[src/rtl/fir_pkg.sv]
// ----------------------------------------------------------------------------
// fir_pkg
// Shared types, constants and the power-up coefficient table of the Q15 FIR.
// ----------------------------------------------------------------------------
`timescale 1ns / 1ps

package fir_pkg;

    localparam int MAX_TAPS_DEFAULT = 63;
    localparam int SAMPLE_W         = 16;
    localparam int TAP_W            = 6;
    localparam int ADDR_W           = 6;
    localparam int IDX_W            = 8;
    localparam int QUEUE_DEPTH      = 2;
    localparam int OUT_SHIFT        = 15;
    localparam int BANDPASS_LEN     = 63;
    localparam int BANDPASS_AW      = $clog2(BANDPASS_LEN);

    localparam logic [TAP_W-1:0] TAPS_RESET = 6'd63;

    // func codes
    localparam logic FUNC_FILTER = 1'b0;
    localparam logic FUNC_COEF   = 1'b1;

    localparam longint ROUND_TERM = 64'sd16384;
    localparam longint Q30_MAX    = 64'sh3fffffff;
    localparam longint Q30_MIN    = -64'sh40000000;

    localparam logic signed [SAMPLE_W-1:0] BANDPASS [BANDPASS_LEN] = '{
        -16'sd179,   16'sd319,  -16'sd176,    16'sd50,   16'sd506,   16'sd543,
          16'sd25,  -16'sd383,  -16'sd217,    16'sd11,  -16'sd253,  -16'sd466,
          16'sd86,   16'sd815,   16'sd632,   -16'sd98,  -16'sd145,   16'sd273,
        -16'sd225, -16'sd1371, -16'sd1190,   16'sd531,  16'sd1388,   16'sd440,
         16'sd153,  16'sd1826,  16'sd2036, -16'sd2161, -16'sd6608, -16'sd4213,
        16'sd4160,  16'sd8922,  16'sd4160, -16'sd4213, -16'sd6608, -16'sd2161,
        16'sd2036,  16'sd1826,   16'sd153,   16'sd440,  16'sd1388,   16'sd531,
       -16'sd1190, -16'sd1371,  -16'sd225,   16'sd273,  -16'sd145,   -16'sd98,
         16'sd632,   16'sd815,    16'sd86,  -16'sd466,  -16'sd253,    16'sd11,
        -16'sd217,  -16'sd383,    16'sd25,   16'sd543,   16'sd506,    16'sd50,
        -16'sd176,   16'sd319,  -16'sd179
    };

    // one classified item as it sits in the queue
    typedef struct packed {
        logic                       kind;
        logic [IDX_W-1:0]           addr;
        logic signed [SAMPLE_W-1:0] data;
    } fir_op_t;

    typedef struct packed {
        logic    valid;
        fir_op_t op;
    } fir_qbeat_t;

    function automatic int fir_aw(input int n);
        return (n > 1) ? $clog2(n) : 1;
    endfunction

    // coefficient seen before the entry is first written
    function automatic logic signed [SAMPLE_W-1:0] fir_coef_init(input logic [IDX_W-1:0] idx);
        logic signed [SAMPLE_W-1:0] val;
        val = '0;
        if (idx < IDX_W'(BANDPASS_LEN))
        begin
            val = BANDPASS[idx[BANDPASS_AW-1:0]];
        end
        return val;
    endfunction

endpackage

[src/rtl/fir_if.sv]
// ----------------------------------------------------------------------------
// fir_if
// Valid/ready channels of the Q15 FIR: input items, results, tap count writes.
// ----------------------------------------------------------------------------
`timescale 1ns / 1ps

interface fir_item_if import fir_pkg::*; ();
    logic                       valid;
    logic                       ready;
    logic                       func;
    logic signed [SAMPLE_W-1:0] sample;
    logic [ADDR_W-1:0]          coef_addr;
    logic signed [SAMPLE_W-1:0] coef_value;

    modport source (output valid, func, sample, coef_addr, coef_value, input ready);
    modport sink (input valid, func, sample, coef_addr, coef_value, output ready);
endinterface

interface fir_result_if import fir_pkg::*; ();
    logic                       valid;
    logic                       ready;
    logic signed [SAMPLE_W-1:0] filtered;

    modport source (output valid, filtered, input ready);
    modport sink (input valid, filtered, output ready);
endinterface

interface fir_cfg_if import fir_pkg::*; ();
    logic             valid;
    logic             ready;
    logic [TAP_W-1:0] tap_count;

    modport source (output valid, tap_count, input ready);
    modport sink (input valid, tap_count, output ready);
endinterface

[src/rtl/fir_ram.sv]
// ----------------------------------------------------------------------------
// fir_ram
// Generic single-write, single-read RAM with registered read data.
// ----------------------------------------------------------------------------
`timescale 1ns / 1ps

module fir_ram import fir_pkg::*; #(
    parameter int WIDTH = SAMPLE_W,
    parameter int DEPTH = MAX_TAPS_DEFAULT
) (
    input  logic                      clk,
    input  logic                      we,
    input  logic [fir_aw(DEPTH)-1:0]  waddr,
    input  logic [WIDTH-1:0]          wdata,
    input  logic [fir_aw(DEPTH)-1:0]  raddr,
    output logic [WIDTH-1:0]          rdata
);

    logic [WIDTH-1:0] mem [DEPTH];

    always_ff @(posedge clk)
    begin
        if (we)
        begin
            mem[waddr] <= wdata;
        end
        rdata <= mem[raddr];
    end

endmodule

[src/rtl/fir_front.sv]
// ----------------------------------------------------------------------------
// fir_front
// Takes input beats and tap count writes, classifies items for the queue.
// ----------------------------------------------------------------------------
`timescale 1ns / 1ps

module fir_front import fir_pkg::*; #(
    parameter int MAX_TAPS = MAX_TAPS_DEFAULT
) (
    input  logic                         clk,
    input  logic                         rst_n,
    fir_item_if.sink                     item,
    fir_cfg_if.sink                      cfg,
    input  logic                         q_full,
    output fir_qbeat_t                   push,
    output logic [fir_aw(MAX_TAPS)-1:0]  last_tap
);

    localparam int AW = fir_aw(MAX_TAPS);
    localparam int CW = ($clog2(MAX_TAPS + 1) > TAP_W) ? $clog2(MAX_TAPS + 1) : TAP_W;

    logic [TAP_W-1:0] tap_count_reg;
    logic [CW-1:0]    taps_raw;
    logic [CW-1:0]    taps_eff;
    logic             addr_ok;
    logic             beat;

    assign cfg.ready  = 1'b1;
    assign item.ready = !q_full;

    always_ff @(posedge clk or negedge rst_n)
    begin
        if (!rst_n)
        begin
            tap_count_reg <= TAPS_RESET;
        end
        else if (cfg.valid && cfg.ready)
        begin
            tap_count_reg <= cfg.tap_count;
        end
    end

    // clamp tap count into 1 .. MAX_TAPS
    always_comb
    begin
        taps_raw = CW'(tap_count_reg);
        if (taps_raw == '0)
        begin
            taps_eff = CW'(1);
        end
        else if (taps_raw > CW'(MAX_TAPS))
        begin
            taps_eff = CW'(MAX_TAPS);
        end
        else
        begin
            taps_eff = taps_raw;
        end
        last_tap = AW'(taps_eff - CW'(1));
    end

    // out-of-range coefficient writes are taken and dropped
    always_comb
    begin
        beat          = item.valid && item.ready;
        addr_ok       = CW'(item.coef_addr) < CW'(MAX_TAPS);
        push.op.kind  = item.func;
        push.op.addr  = IDX_W'(item.coef_addr);
        push.op.data  = (item.func == FUNC_COEF) ? item.coef_value : item.sample;
        push.valid    = beat && ((item.func == FUNC_FILTER) || addr_ok);
    end

endmodule

[src/rtl/fir_queue.sv]
// ----------------------------------------------------------------------------
// fir_queue
// Short FIFO of classified items between the front and back ends.
// ----------------------------------------------------------------------------
`timescale 1ns / 1ps

module fir_queue import fir_pkg::*; (
    input  logic       clk,
    input  logic       rst_n,
    input  fir_qbeat_t push,
    output logic       full,
    input  logic       pop,
    output fir_qbeat_t head
);

    localparam int PW  = fir_aw(QUEUE_DEPTH);
    localparam int CNW = $clog2(QUEUE_DEPTH + 1);

    fir_op_t        slot_reg [QUEUE_DEPTH];
    logic [PW-1:0]  wp_reg;
    logic [PW-1:0]  rp_reg;
    logic [CNW-1:0] count_reg;
    logic [CNW-1:0] count_next;

    assign full       = (count_reg == CNW'(QUEUE_DEPTH));
    assign head.valid = (count_reg != '0);
    assign head.op    = slot_reg[rp_reg];

    always_comb
    begin
        count_next = count_reg;
        if (push.valid && !pop)
        begin
            count_next = count_reg + 1'b1;
        end
        else if (pop && !push.valid)
        begin
            count_next = count_reg - 1'b1;
        end
    end

    always_ff @(posedge clk or negedge rst_n)
    begin
        if (!rst_n)
        begin
            wp_reg    <= '0;
            rp_reg    <= '0;
            count_reg <= '0;
        end
        else
        begin
            count_reg <= count_next;
            if (push.valid)
            begin
                wp_reg <= (wp_reg == PW'(QUEUE_DEPTH - 1)) ? '0 : wp_reg + 1'b1;
            end
            if (pop)
            begin
                rp_reg <= (rp_reg == PW'(QUEUE_DEPTH - 1)) ? '0 : rp_reg + 1'b1;
            end
        end
    end

    always_ff @(posedge clk)
    begin
        if (push.valid)
        begin
            slot_reg[wp_reg] <= push.op;
        end
    end

endmodule

[src/rtl/fir_back.sv]
// ----------------------------------------------------------------------------
// fir_back
// Executes queued items: coefficient writes, and filter items on one shared MAC, one tap at a time.
// ----------------------------------------------------------------------------
`timescale 1ns / 1ps

module fir_back import fir_pkg::*; #(
    parameter int MAX_TAPS = MAX_TAPS_DEFAULT
) (
    input  logic                         clk,
    input  logic                         rst_n,
    input  fir_qbeat_t                   head,
    output logic                         pop,
    input  logic [fir_aw(MAX_TAPS)-1:0]  last_tap,
    fir_result_if.source                 result
);

    localparam int AW       = fir_aw(MAX_TAPS);
    localparam int DL_DEPTH = (MAX_TAPS > 1) ? MAX_TAPS - 1 : 1;
    localparam int DL_AW    = fir_aw(DL_DEPTH);
    localparam int FW       = $clog2(DL_DEPTH + 1);
    localparam int CMPW     = (AW > FW) ? AW : FW;
    localparam int ACC_W    = 33 + $clog2(MAX_TAPS);

    localparam logic signed [ACC_W-1:0] SAT_HI   = ACC_W'(Q30_MAX);
    localparam logic signed [ACC_W-1:0] SAT_LO   = ACC_W'(Q30_MIN);
    localparam logic signed [ACC_W-1:0] ACC_INIT = ACC_W'(ROUND_TERM);

    localparam logic [2:0] ST_IDLE  = 3'd0;
    localparam logic [2:0] ST_MAC   = 3'd1;
    localparam logic [2:0] ST_DRAIN = 3'd2;
    localparam logic [2:0] ST_SAT   = 3'd3;
    localparam logic [2:0] ST_OUT   = 3'd4;

    logic [2:0]                 state_reg;
    logic [2:0]                 state_next;
    logic [AW-1:0]              k_reg;
    logic [AW-1:0]              last_reg;
    logic [DL_AW-1:0]           rp_reg;
    logic [DL_AW-1:0]           head_reg;
    logic [DL_AW-1:0]           head_inc;
    logic [FW-1:0]              fill_reg;
    logic [MAX_TAPS-1:0]        cvalid_reg;
    logic signed [SAMPLE_W-1:0] x_reg;

    logic                       s1_valid_reg;
    logic                       s1_first_reg;
    logic                       s1_live_reg;
    logic                       s1_cvalid_reg;
    logic signed [SAMPLE_W-1:0] s1_init_reg;
    logic                       s2_valid_reg;
    logic signed [31:0]         s2_prod_reg;
    logic signed [ACC_W-1:0]    acc_reg;
    logic signed [SAMPLE_W-1:0] res_reg;
    logic                       out_valid_reg;
    logic signed [SAMPLE_W-1:0] out_data_reg;

    logic                       start_coef;
    logic                       start_filter;
    logic                       issue;
    logic                       out_free;
    logic                       finish;
    logic signed [SAMPLE_W-1:0] coef_op;
    logic signed [SAMPLE_W-1:0] samp_op;
    logic signed [30:0]         sat_val;

    logic                       coef_we;
    logic [AW-1:0]              coef_waddr;
    logic [SAMPLE_W-1:0]        coef_rdata;
    logic                       dl_we;
    logic [SAMPLE_W-1:0]        dl_rdata;

    assign result.valid    = out_valid_reg;
    assign result.filtered = out_data_reg;

    always_comb
    begin
        out_free     = !out_valid_reg || result.ready;
        pop          = (state_reg == ST_IDLE) && head.valid;
        start_coef   = pop && (head.op.kind == FUNC_COEF);
        start_filter = pop && (head.op.kind == FUNC_FILTER);
        issue        = (state_reg == ST_MAC);
        finish       = (state_reg == ST_OUT) && out_free;
        coef_we      = start_coef;
        coef_waddr   = AW'(head.op.addr);
        dl_we        = finish;
        head_inc     = (head_reg == DL_AW'(DL_DEPTH - 1)) ? '0 : head_reg + 1'b1;
    end

    always_comb
    begin
        state_next = state_reg;
        case (state_reg)
            ST_IDLE:
            begin
                if (start_filter)
                begin
                    state_next = ST_MAC;
                end
            end
            ST_MAC:
            begin
                if (k_reg == last_reg)
                begin
                    state_next = ST_DRAIN;
                end
            end
            ST_DRAIN:
            begin
                if (!s1_valid_reg && !s2_valid_reg)
                begin
                    state_next = ST_SAT;
                end
            end
            ST_SAT:
            begin
                state_next = ST_OUT;
            end
            ST_OUT:
            begin
                if (out_free)
                begin
                    state_next = ST_IDLE;
                end
            end
            default:
            begin
                state_next = ST_IDLE;
            end
        endcase
    end

    // operand select: tap 0 takes the new sample, history past the fill count is zero
    always_comb
    begin
        coef_op = s1_cvalid_reg ? $signed(coef_rdata) : s1_init_reg;
        if (s1_first_reg)
        begin
            samp_op = x_reg;
        end
        else if (s1_live_reg)
        begin
            samp_op = $signed(dl_rdata);
        end
        else
        begin
            samp_op = '0;
        end
    end

    always_comb
    begin
        if (acc_reg > SAT_HI)
        begin
            sat_val = 31'(SAT_HI);
        end
        else if (acc_reg < SAT_LO)
        begin
            sat_val = 31'(SAT_LO);
        end
        else
        begin
            sat_val = 31'(acc_reg);
        end
    end

    always_ff @(posedge clk or negedge rst_n)
    begin
        if (!rst_n)
        begin
            state_reg     <= ST_IDLE;
            k_reg         <= '0;
            rp_reg        <= '0;
            head_reg      <= '0;
            fill_reg      <= '0;
            cvalid_reg    <= '0;
            s1_valid_reg  <= 1'b0;
            s2_valid_reg  <= 1'b0;
            out_valid_reg <= 1'b0;
        end
        else
        begin
            state_reg    <= state_next;
            s1_valid_reg <= issue;
            s2_valid_reg <= s1_valid_reg;
            if (start_coef)
            begin
                cvalid_reg[coef_waddr] <= 1'b1;
            end
            if (start_filter)
            begin
                k_reg  <= '0;
                rp_reg <= head_reg;
            end
            else if (issue)
            begin
                k_reg <= k_reg + 1'b1;
                if (k_reg != '0)
                begin
                    rp_reg <= (rp_reg == '0) ? DL_AW'(DL_DEPTH - 1) : rp_reg - 1'b1;
                end
            end
            if (finish)
            begin
                head_reg      <= head_inc;
                fill_reg      <= (fill_reg == FW'(DL_DEPTH)) ? fill_reg : fill_reg + 1'b1;
                out_valid_reg <= 1'b1;
            end
            else if (result.ready)
            begin
                out_valid_reg <= 1'b0;
            end
        end
    end

    always_ff @(posedge clk)
    begin
        if (start_filter)
        begin
            x_reg    <= head.op.data;
            last_reg <= last_tap;
            acc_reg  <= ACC_INIT;
        end
        else if (s2_valid_reg)
        begin
            acc_reg <= acc_reg + ACC_W'(s2_prod_reg);
        end
        if (issue)
        begin
            s1_first_reg  <= (k_reg == '0);
            s1_live_reg   <= (k_reg != '0) && (CMPW'(k_reg) <= CMPW'(fill_reg));
            s1_cvalid_reg <= cvalid_reg[k_reg];
            s1_init_reg   <= fir_coef_init(IDX_W'(k_reg));
        end
        if (s1_valid_reg)
        begin
            s2_prod_reg <= coef_op * samp_op;
        end
        if (state_reg == ST_SAT)
        begin
            res_reg <= sat_val[OUT_SHIFT +: SAMPLE_W];
        end
        if (finish)
        begin
            out_data_reg <= res_reg;
        end
    end

    fir_ram #(
        .WIDTH (SAMPLE_W),
        .DEPTH (MAX_TAPS)
    ) u_coef_ram (
        .clk   (clk),
        .we    (coef_we),
        .waddr (coef_waddr),
        .wdata (head.op.data),
        .raddr (k_reg),
        .rdata (coef_rdata)
    );

    // delay line as a ring: newest past sample sits at head_reg
    fir_ram #(
        .WIDTH (SAMPLE_W),
        .DEPTH (DL_DEPTH)
    ) u_delay_ram (
        .clk   (clk),
        .we    (dl_we),
        .waddr (head_inc),
        .wdata (x_reg),
        .raddr (rp_reg),
        .rdata (dl_rdata)
    );

endmodule

[src/rtl/fir_q15_filter_unit.sv]
// ----------------------------------------------------------------------------
// fir_q15_filter_unit: Q15 direct-form FIR, sample in, filtered sample out
// Items go one at a time through the single shared multiply-accumulate unit,
// one tap per cycle; the next is popped once the last result is registered.
// A coefficient write is done when popped. Reset empties the delay line at
// once and coefficients read as the bandpass set until written; no clear pass.
// ----------------------------------------------------------------------------
`timescale 1ns / 1ps

module fir_q15_filter_unit import fir_pkg::*; #(
    parameter int MAX_TAPS = MAX_TAPS_DEFAULT
) (
    input  logic         clk,
    input  logic         rst_n,
    fir_item_if.sink     item,
    fir_cfg_if.sink      cfg,
    fir_result_if.source result
);

    localparam int AW = fir_aw(MAX_TAPS);

    fir_qbeat_t    push;
    fir_qbeat_t    q_head;
    logic          q_full;
    logic          q_pop;
    logic [AW-1:0] last_tap;

    fir_front #(
        .MAX_TAPS (MAX_TAPS)
    ) u_front (
        .clk      (clk),
        .rst_n    (rst_n),
        .item     (item),
        .cfg      (cfg),
        .q_full   (q_full),
        .push     (push),
        .last_tap (last_tap)
    );

    fir_queue u_queue (
        .clk   (clk),
        .rst_n (rst_n),
        .push  (push),
        .full  (q_full),
        .pop   (q_pop),
        .head  (q_head)
    );

    fir_back #(
        .MAX_TAPS (MAX_TAPS)
    ) u_back (
        .clk      (clk),
        .rst_n    (rst_n),
        .head     (q_head),
        .pop      (q_pop),
        .last_tap (last_tap),
        .result   (result)
    );

endmodule

[src/flat_wrapper.sv]
// flat-port wrapper written by rule: the top's interface ports become plain ports
module fir_q15_filter_unit_flat import fir_pkg::*;
#(
    parameter int MAX_TAPS = MAX_TAPS_DEFAULT
)
  (clk, rst_n, item_valid, item_func, item_sample, item_coef_addr, item_coef_value, item_ready, cfg_valid, cfg_tap_count, cfg_ready, result_valid, result_filtered, result_ready);
  fir_item_if item_i ();
  fir_cfg_if cfg_i ();
  fir_result_if result_i ();
  input  logic clk;
  input  logic rst_n;
  input wire logic [$bits(item_i.valid)-1:0] item_valid;
  input wire logic [$bits(item_i.func)-1:0] item_func;
  input wire logic [$bits(item_i.sample)-1:0] item_sample;
  input wire logic [$bits(item_i.coef_addr)-1:0] item_coef_addr;
  input wire logic [$bits(item_i.coef_value)-1:0] item_coef_value;
  output wire logic [$bits(item_i.ready)-1:0] item_ready;
  input wire logic [$bits(cfg_i.valid)-1:0] cfg_valid;
  input wire logic [$bits(cfg_i.tap_count)-1:0] cfg_tap_count;
  output wire logic [$bits(cfg_i.ready)-1:0] cfg_ready;
  output wire logic [$bits(result_i.valid)-1:0] result_valid;
  output wire logic [$bits(result_i.filtered)-1:0] result_filtered;
  input wire logic [$bits(result_i.ready)-1:0] result_ready;
  assign item_i.valid = item_valid;
  assign item_i.func = item_func;
  assign item_i.sample = item_sample;
  assign item_i.coef_addr = item_coef_addr;
  assign item_i.coef_value = item_coef_value;
  assign item_ready = item_i.ready;
  assign cfg_i.valid = cfg_valid;
  assign cfg_i.tap_count = cfg_tap_count;
  assign cfg_ready = cfg_i.ready;
  assign result_valid = result_i.valid;
  assign result_filtered = result_i.filtered;
  assign result_i.ready = result_ready;
  fir_q15_filter_unit #(.MAX_TAPS(MAX_TAPS)) u_core (.clk(clk), .rst_n(rst_n), .item(item_i), .cfg(cfg_i), .result(result_i));
endmodule
[config.mk]
export PLATFORM = sky130hd
export DESIGN_NAME = fir_q15_filter_unit_flat
export DESIGN_NICKNAME = d
export VERILOG_FILES = /design/src/rtl/fir_pkg.sv /design/src/rtl/fir_if.sv /design/src/rtl/fir_ram.sv /design/src/rtl/fir_front.sv /design/src/rtl/fir_queue.sv /design/src/rtl/fir_back.sv /design/src/rtl/fir_q15_filter_unit.sv /design/src/flat_wrapper.sv
export SDC_FILE = /design/constraint.sdc
export NUM_CORES = 2
export LEC_CHECK = 0
export BUFFER_PORTS_ARGS = -buffer_cell sky130_fd_sc_hd__buf_4
export CAP_MARGIN = 20
export CORE_UTILIZATION = 30
export CTS_CLUSTER_DIAMETER = 100
export DETAILED_ROUTE_END_ITERATION = 12
export MAX_ROUTING_LAYER = met4
export PLACE_DENSITY = 0.5
export SETUP_SLACK_MARGIN = 0.02
export SLEW_MARGIN = 25
export SYNTH_ARGS = -nofsm -noshare
export SYNTH_HDL_FRONTEND = slang
export SYNTH_HIERARCHICAL = 1
export SYNTH_SLANG_ARGS = --single-unit
[constraint.sdc]
create_clock -name clk -period 13 [get_ports clk]
set_input_delay 1.95 -clock clk [delete_from_list [all_inputs] [get_ports clk]]
set_output_delay 1.95 -clock clk [all_outputs]
set_load 0.05 [all_outputs]
== After elaboration in Yosys (flattened, before gate mapping) ==
Memories as Yosys holds them, arrays and structs flattened. A register that Yosys moved wholly into a read port is not among the register bits.
Cells that the tools add are included.
Cells by class
  $add $sub $neg: 10
  multipliers: 1
  $lt $le $gt $ge: 9
  eq/ne operators: 12
  mux-type cells: 35
  bitwise logic cells: 5
  reductions and logical operators: 33
Operator list (count)
  2-to-1 mux 16 bit: 4
  OR 63 bit: 1
  2-to-1 mux 6 bit: 9
  adder 39 x 32 -> 39 bit: 1
  greater-than comparator 39 x 31 -> 1 bit, second input constant: 1
  < comparator 39 x 31 -> 1 bit, second input constant: 1
  multiplier 16 x 16 -> 32 bit: 1
  2-to-1 mux 31 bit: 1
  adder 6 x 1 -> 6 bit, second input constant: 3
  logical NOT 6 bit: 3
  case mux 3 bit (5 select lines): 1
  < comparator 6 x 7 -> 1 bit, second input constant: 2
  equality test 6 bit, second input constant: 2
  < comparator 6 bit, second input constant: 2
  2-to-1 mux 1 bit: 12
  2-to-1 mux 3 bit: 4
  subtractor 6 x 1 -> 6 bit, second input constant: 2
  logical AND 1 bit: 11
  nonzero test 2 bit: 5
  logical NOT 1 bit: 7
  inverter 6 -> 7 bit: 1
  binary-select mux 1 bit (select 6 bit): 1
  demux 1 bit (select 6 bit): 1
  equality test 3 x 2 -> 1 bit, second input constant: 2
  19 further kinds: 27
Word-level totals
  bits in registers: 231
  bits in writable memories: 2046
  bits in read-only memories: 1024
  word-level logic and storage cells: 131
  memories: 4
Memory list
  (name not given): words 64, bits a word 16, rd ports 1, clocked after memory_dff 1, wr ports 0, RTL line fir_pkg.sv:65  | val = BANDPASS[idx[BANDPASS_AW-1:0]];
  u_core.u_back.u_coef_ram.mem: words 63, bits a word 16, rd ports 1, clocked after memory_dff 1, wr ports 1, RTL line fir_ram.sv:19  | logic [WIDTH-1:0] mem [DEPTH];
  u_core.u_back.u_delay_ram.mem: words 62, bits a word 16, rd ports 1, clocked after memory_dff 1, wr ports 1, RTL line fir_ram.sv:19
  u_core.u_queue.slot_reg: words 2, bits a word 23, rd ports 1, clocked after memory_dff 0, wr ports 1, RTL line fir_queue.sv:19  | fir_op_t slot_reg [QUEUE_DEPTH];

== Longest topological paths before layout ==
  word-level depth: 8
  depth in mapped cells: 28
  mapped depth without buffers: 26

== Hierarchy ==
Netlist, hierarchy kept.
Modules (own cells, without submodules)
  fir_ram at u_core.u_back.u_coef_ram: instances 1, cells an instance 1810, area an instance 39186.3 um^2, sequential area each 30589.3 um^2
  fir_ram at u_core.u_back.u_delay_ram: instances 1, cells an instance 1712, area an instance 38623.3 um^2, sequential area each 30108.9 um^2
  fir_back: instances 1, cells an instance 2343, area an instance 22622.9 um^2, sequential area each 6231.0 um^2
  fir_queue: instances 1, cells an instance 94, area an instance 2094.5 um^2, sequential area each 1601.5 um^2
  fir_front: instances 1, cells an instance 64, area an instance 673.1 um^2, sequential area each 157.7 um^2

== Least setup slack after synthesis ==
No wires, ideal clock.
  path type: flip-flop to flip-flop
  start point: reg u_core.u_back.x_reg[5]
  end point: reg u_core.u_back.s2_prod_reg[31], data pin
  arrival: 7.058 ns
  data required time: 12.740 ns
  path slack: 5.682 ns
  stages on the path, launching flop included: 22
  path buffers: 0
  path through: edfxtp_1 a22oi_1 or2_2 fa_1 inv_1 fa_1 fa_1 fa_1 fa_1 inv_1 fa_1 inv_1 ha_1 and3_1 a221o_1 a21oi_1 nand2b_1 o221ai_1 a31oi_1 o21a_1 nor2_1 xnor2_1
On the way
  cells in the longest elaborated chain, start to end: 2
Ends and longest elaborated chain
  start: declaration: RTL line fir_back.sv:44  | logic signed [SAMPLE_W-1:0] x_reg;
  start signal: assignment: RTL line fir_back.sv:220  | x_reg <= head.op.data;
  2-to-1 mux 16 bit: RTL line fir_back.sv:137  | if (s1_first_reg)
  multiplier 16 x 16 -> 32 bit: RTL line fir_back.sv:237  | s2_prod_reg <= coef_op * samp_op;
  end signal: assignment: RTL line fir_back.sv:237
  end: declaration: RTL line fir_back.sv:52  | logic signed [31:0] s2_prod_reg;
No other way between the ends.
A chain may end at the register's enable or synchronous reset.

== Worst setup path after layout ==
  start point: reg u_core.u_back.s1_first_reg
  end point: reg u_core.u_back.s2_prod_reg[31], data pin
On the way
  cells in the longest elaborated chain, start to end: 2
Ends and longest elaborated chain
  start: declaration: RTL line fir_back.sv:47  | logic s1_first_reg;
  start signal: assignment: RTL line fir_back.sv:230  | s1_first_reg <= (k_reg == '0);
  2-to-1 mux 16 bit: RTL line fir_back.sv:137
  multiplier 16 x 16 -> 32 bit: RTL line fir_back.sv:237
No other way between the ends.

==> metrics.md <==
| Metric | Value |
|---|---|
| CTS tree | `built` |
| Final worst-path cycle share | `61.2%` |
| Drt first-iter violations | `4,822` |
| Deepest clock path buffer count | `4` |
| Maximum number of pins on one net before global-route repair | `142` |
| Flip-flop count of the largest register after layout | `1,008` |
| Slew Limit Headroom | `24.4%` |
| Buffer count from post-CTS setup fixing | `0` |
| Combined area of all synthesized cells | `103,000 µm²` |
| Hold path depth | `0` |
| Hold violation count in the final report | `0` |
| Capture point of the worst reg-to-reg path | `u_core/u_back/s2_prod_reg[31]` |
| H-tree depth | `5` |
| Antenna violations before repair | `15` |
| Yosys warning total | `6` |
| Nets | `6,717` |
| Utilization after layout | `34.7%` |
| Total number of clock tree sinks | `2,324` |
| Max-cap check violation count | `0` |
| Cell count after synthesis | `6,014` |
| Mapped Nets | `6,473` |
| Average cell area after synthesis | `17.1 µm²` |
| Final Max Slew Viols | `0` |
| Shortest clock period the worst path allows after layout | `7.95 ns` |
| Row count | `214` |
| Worst setup SP type | `register` |
| Total negative setup slack | `0 ns` |
| Critical path, cell by cell | `nor2b_4 -> a22oi_1 -> buf_4 -> or2_2 -> fa_1 -> inv_1 -> fa_1 -> fa_1 -> fa_1 -> fa_1 -> inv_1 -> fa_1 -> inv_1 -> ha_1 -> and3_1 -> a221o_1 -> a21oi_1 -> nand2b_1 -> o221ai_1 -> a31oi_1 -> o21a_1 -> nor2_1 -> xnor2_1` |
| Setup skew after layout | `0.0716 ns` |
| Worst setup startpoint | `u_core/u_back/s1_first_reg` |
| DP Worst Slack | `4.39 ns` |
| Minimum setup slack among reg-to-reg paths | `5.05 ns` |
| Worst hold path class | `reg2reg` |
| Fin worst setup slack | `5.05 ns` |
| 1st-pass router iterations | `8` |
| WL final | `269,000 µm` |
| Hold buffer count at cts | `0` |
| Register area | `68,600 µm²` |
| Number of endpoints failing setup at the final stage | `0` |
| Worst setup EP type | `register` |
| CP required | `13.59 ns` |
| Worst hold path endpoint | `u_core/u_back/result.filtered[14]` |
| GPL Wtd Cong | `0.845` |
| Fraction of layout instances using a drive strength above 1 | `20.7%` |
| Core outline area | `341,000 µm²` |
| Y dimension of the die | `588 µm` |
| Total congestion overflow after global routing | `0` |
| Worst path slowest cell | `sky130_fd_sc_hd__fa_1` |
| Multi-input gate area | `31,600 µm²` |
| Clock Tree Root | `sky130_fd_sc_hd__clkbuf_16` |
| Layout filler cell count | `32,200` |
| Run status | `finished clean` |
| Number of resized instances in the post-cts repair step | `0` |
| Maximum achievable frequency | `126 MHz` |
| Largest stage delay, worst path | `0.85 ns` |
| Via count of the first global-routing pass | `56,100` |
| Chip Width | `588 µm` |
| Residual antenna-violating net count after detailed routing | `0` |
| Origin of the critical flop-to-flop path | `u_core/u_back/s1_first_reg` |
| Kind of critical path | `reg2reg` |
| DP Wirelength | `164,000 µm` |
| Area growth, synth to finish | `14.7%` |
| Number of clock buffers inserted by TritonCTS | `269` |
| Total Die Area | `346,000 µm²` |
| Hold path start | `u_core/u_back/res_reg[14]` |
| Largest fanout of any net on the critical path | `25` |
| Total number of vias | `54,600` |
| Most frequent cell on the critical path | `sky130_fd_sc_hd__fa_1` |
| Count of buffers from port buffering | `67` |
| Worst skew pair latency | `0.90 ns` |
| RSZ-0062 raised after global routing | `false` |
| Worst-case reg-to-reg path depth | `23` |
| Clock-pin slew on the worst setup and hold paths | `0.06 ns` |
| Slew at the pin closest to its max-slew limit | `1.13 ns` |
| Initial standard-cell utilization of the core | `30.2%` |
| CP Data Arrival Time | `8.54 ns` |
| Ports placed on the boundary | `69` |
| Wire length of the first global-routing pass | `393,000 µm` |
| Vias per Instance | `4.96` |
| Global Route Usage Sum | `15.8%` |
| Routed length per instance | `24.4 µm` |
| Remaining DRCs | `0` |
routing by layer:
layer	vias to the layer above	routed length, µm	GRT usage (%)	part of all wire, %
met5	-	0	-	0
met3	341	14000	2.33	5.2
met2	1473	128000	24.8	47
li1	23700	-	-	-
met1	29100	121000	21.6	45
met4	0	5830	3.64	2.2
layout by cell type, fill, tap and decap left out, drive strengths merged, types with 65 or more instances in the layout:
cell	n
a21oi	169
a22oi	65
buf	278
clkbuf	343
clkinv	99
dfrtp	97
dfxtp	71
edfxtp	2150
fa	263
ha	146
inv	387
mux2	95
mux2i	147
mux4	501
nand2	250
nor2	449
o21ai	104
o21bai	75
o22ai	65
worst max path at each step:
stage | cells after the start | endpoint | slack (ns)
after CTS | 23 | u_core/u_back/s2_prod_reg[31] | 4.38
after global placement | 23 | u_core/u_back/s2_prod_reg[31] | 4.49
after global routing | 23 | u_core/u_back/s2_prod_reg[31] | 4.63
final | 23 | u_core/u_back/s2_prod_reg[31] | 5.05
after floorplan | 21 | u_core/u_back/s2_prod_reg[31] | 5.68
after detailed placement | 23 | u_core/u_back/s2_prod_reg[31] | 4.39
worst max-delay path: cells and delay by family, from the launching register on:
kind	cells	cell delay, ns
compound gates	6	1.35
buf+inv	4	0.41
fa+ha+maj	7	3.80
simple gates	5	1.38
flops	1	0.66
xor+xnor	1	0.08
through the flow:
step / hold slack (ns) / cell area, µm² / cells
global placement: 0.401 / 109000 / 10500
floorplan: 0.400 / 103000 / 6014
finish: 0.418 / 118000 / 11000
CTS: 0.419 / 118000 / 11000
global route: 0.424 / 118000 / 11000
detailed placement: 0.405 / 109000 / 10500
cell type report:
class,count,share of cell area [%]
clock inverters,139,1.31
flip-flops and latches,2324,58.0
multi-input cells,3012,26.7
diodes,13,0.0275
inverters,373,1.18
clock buffers,343,6.09
repair buffers,278,1.84
well taps,4536,4.80
Power is left out: the tool's default activity adds up to more than one toggle a clock period on the data nets, which glitch-free logic cannot reach.
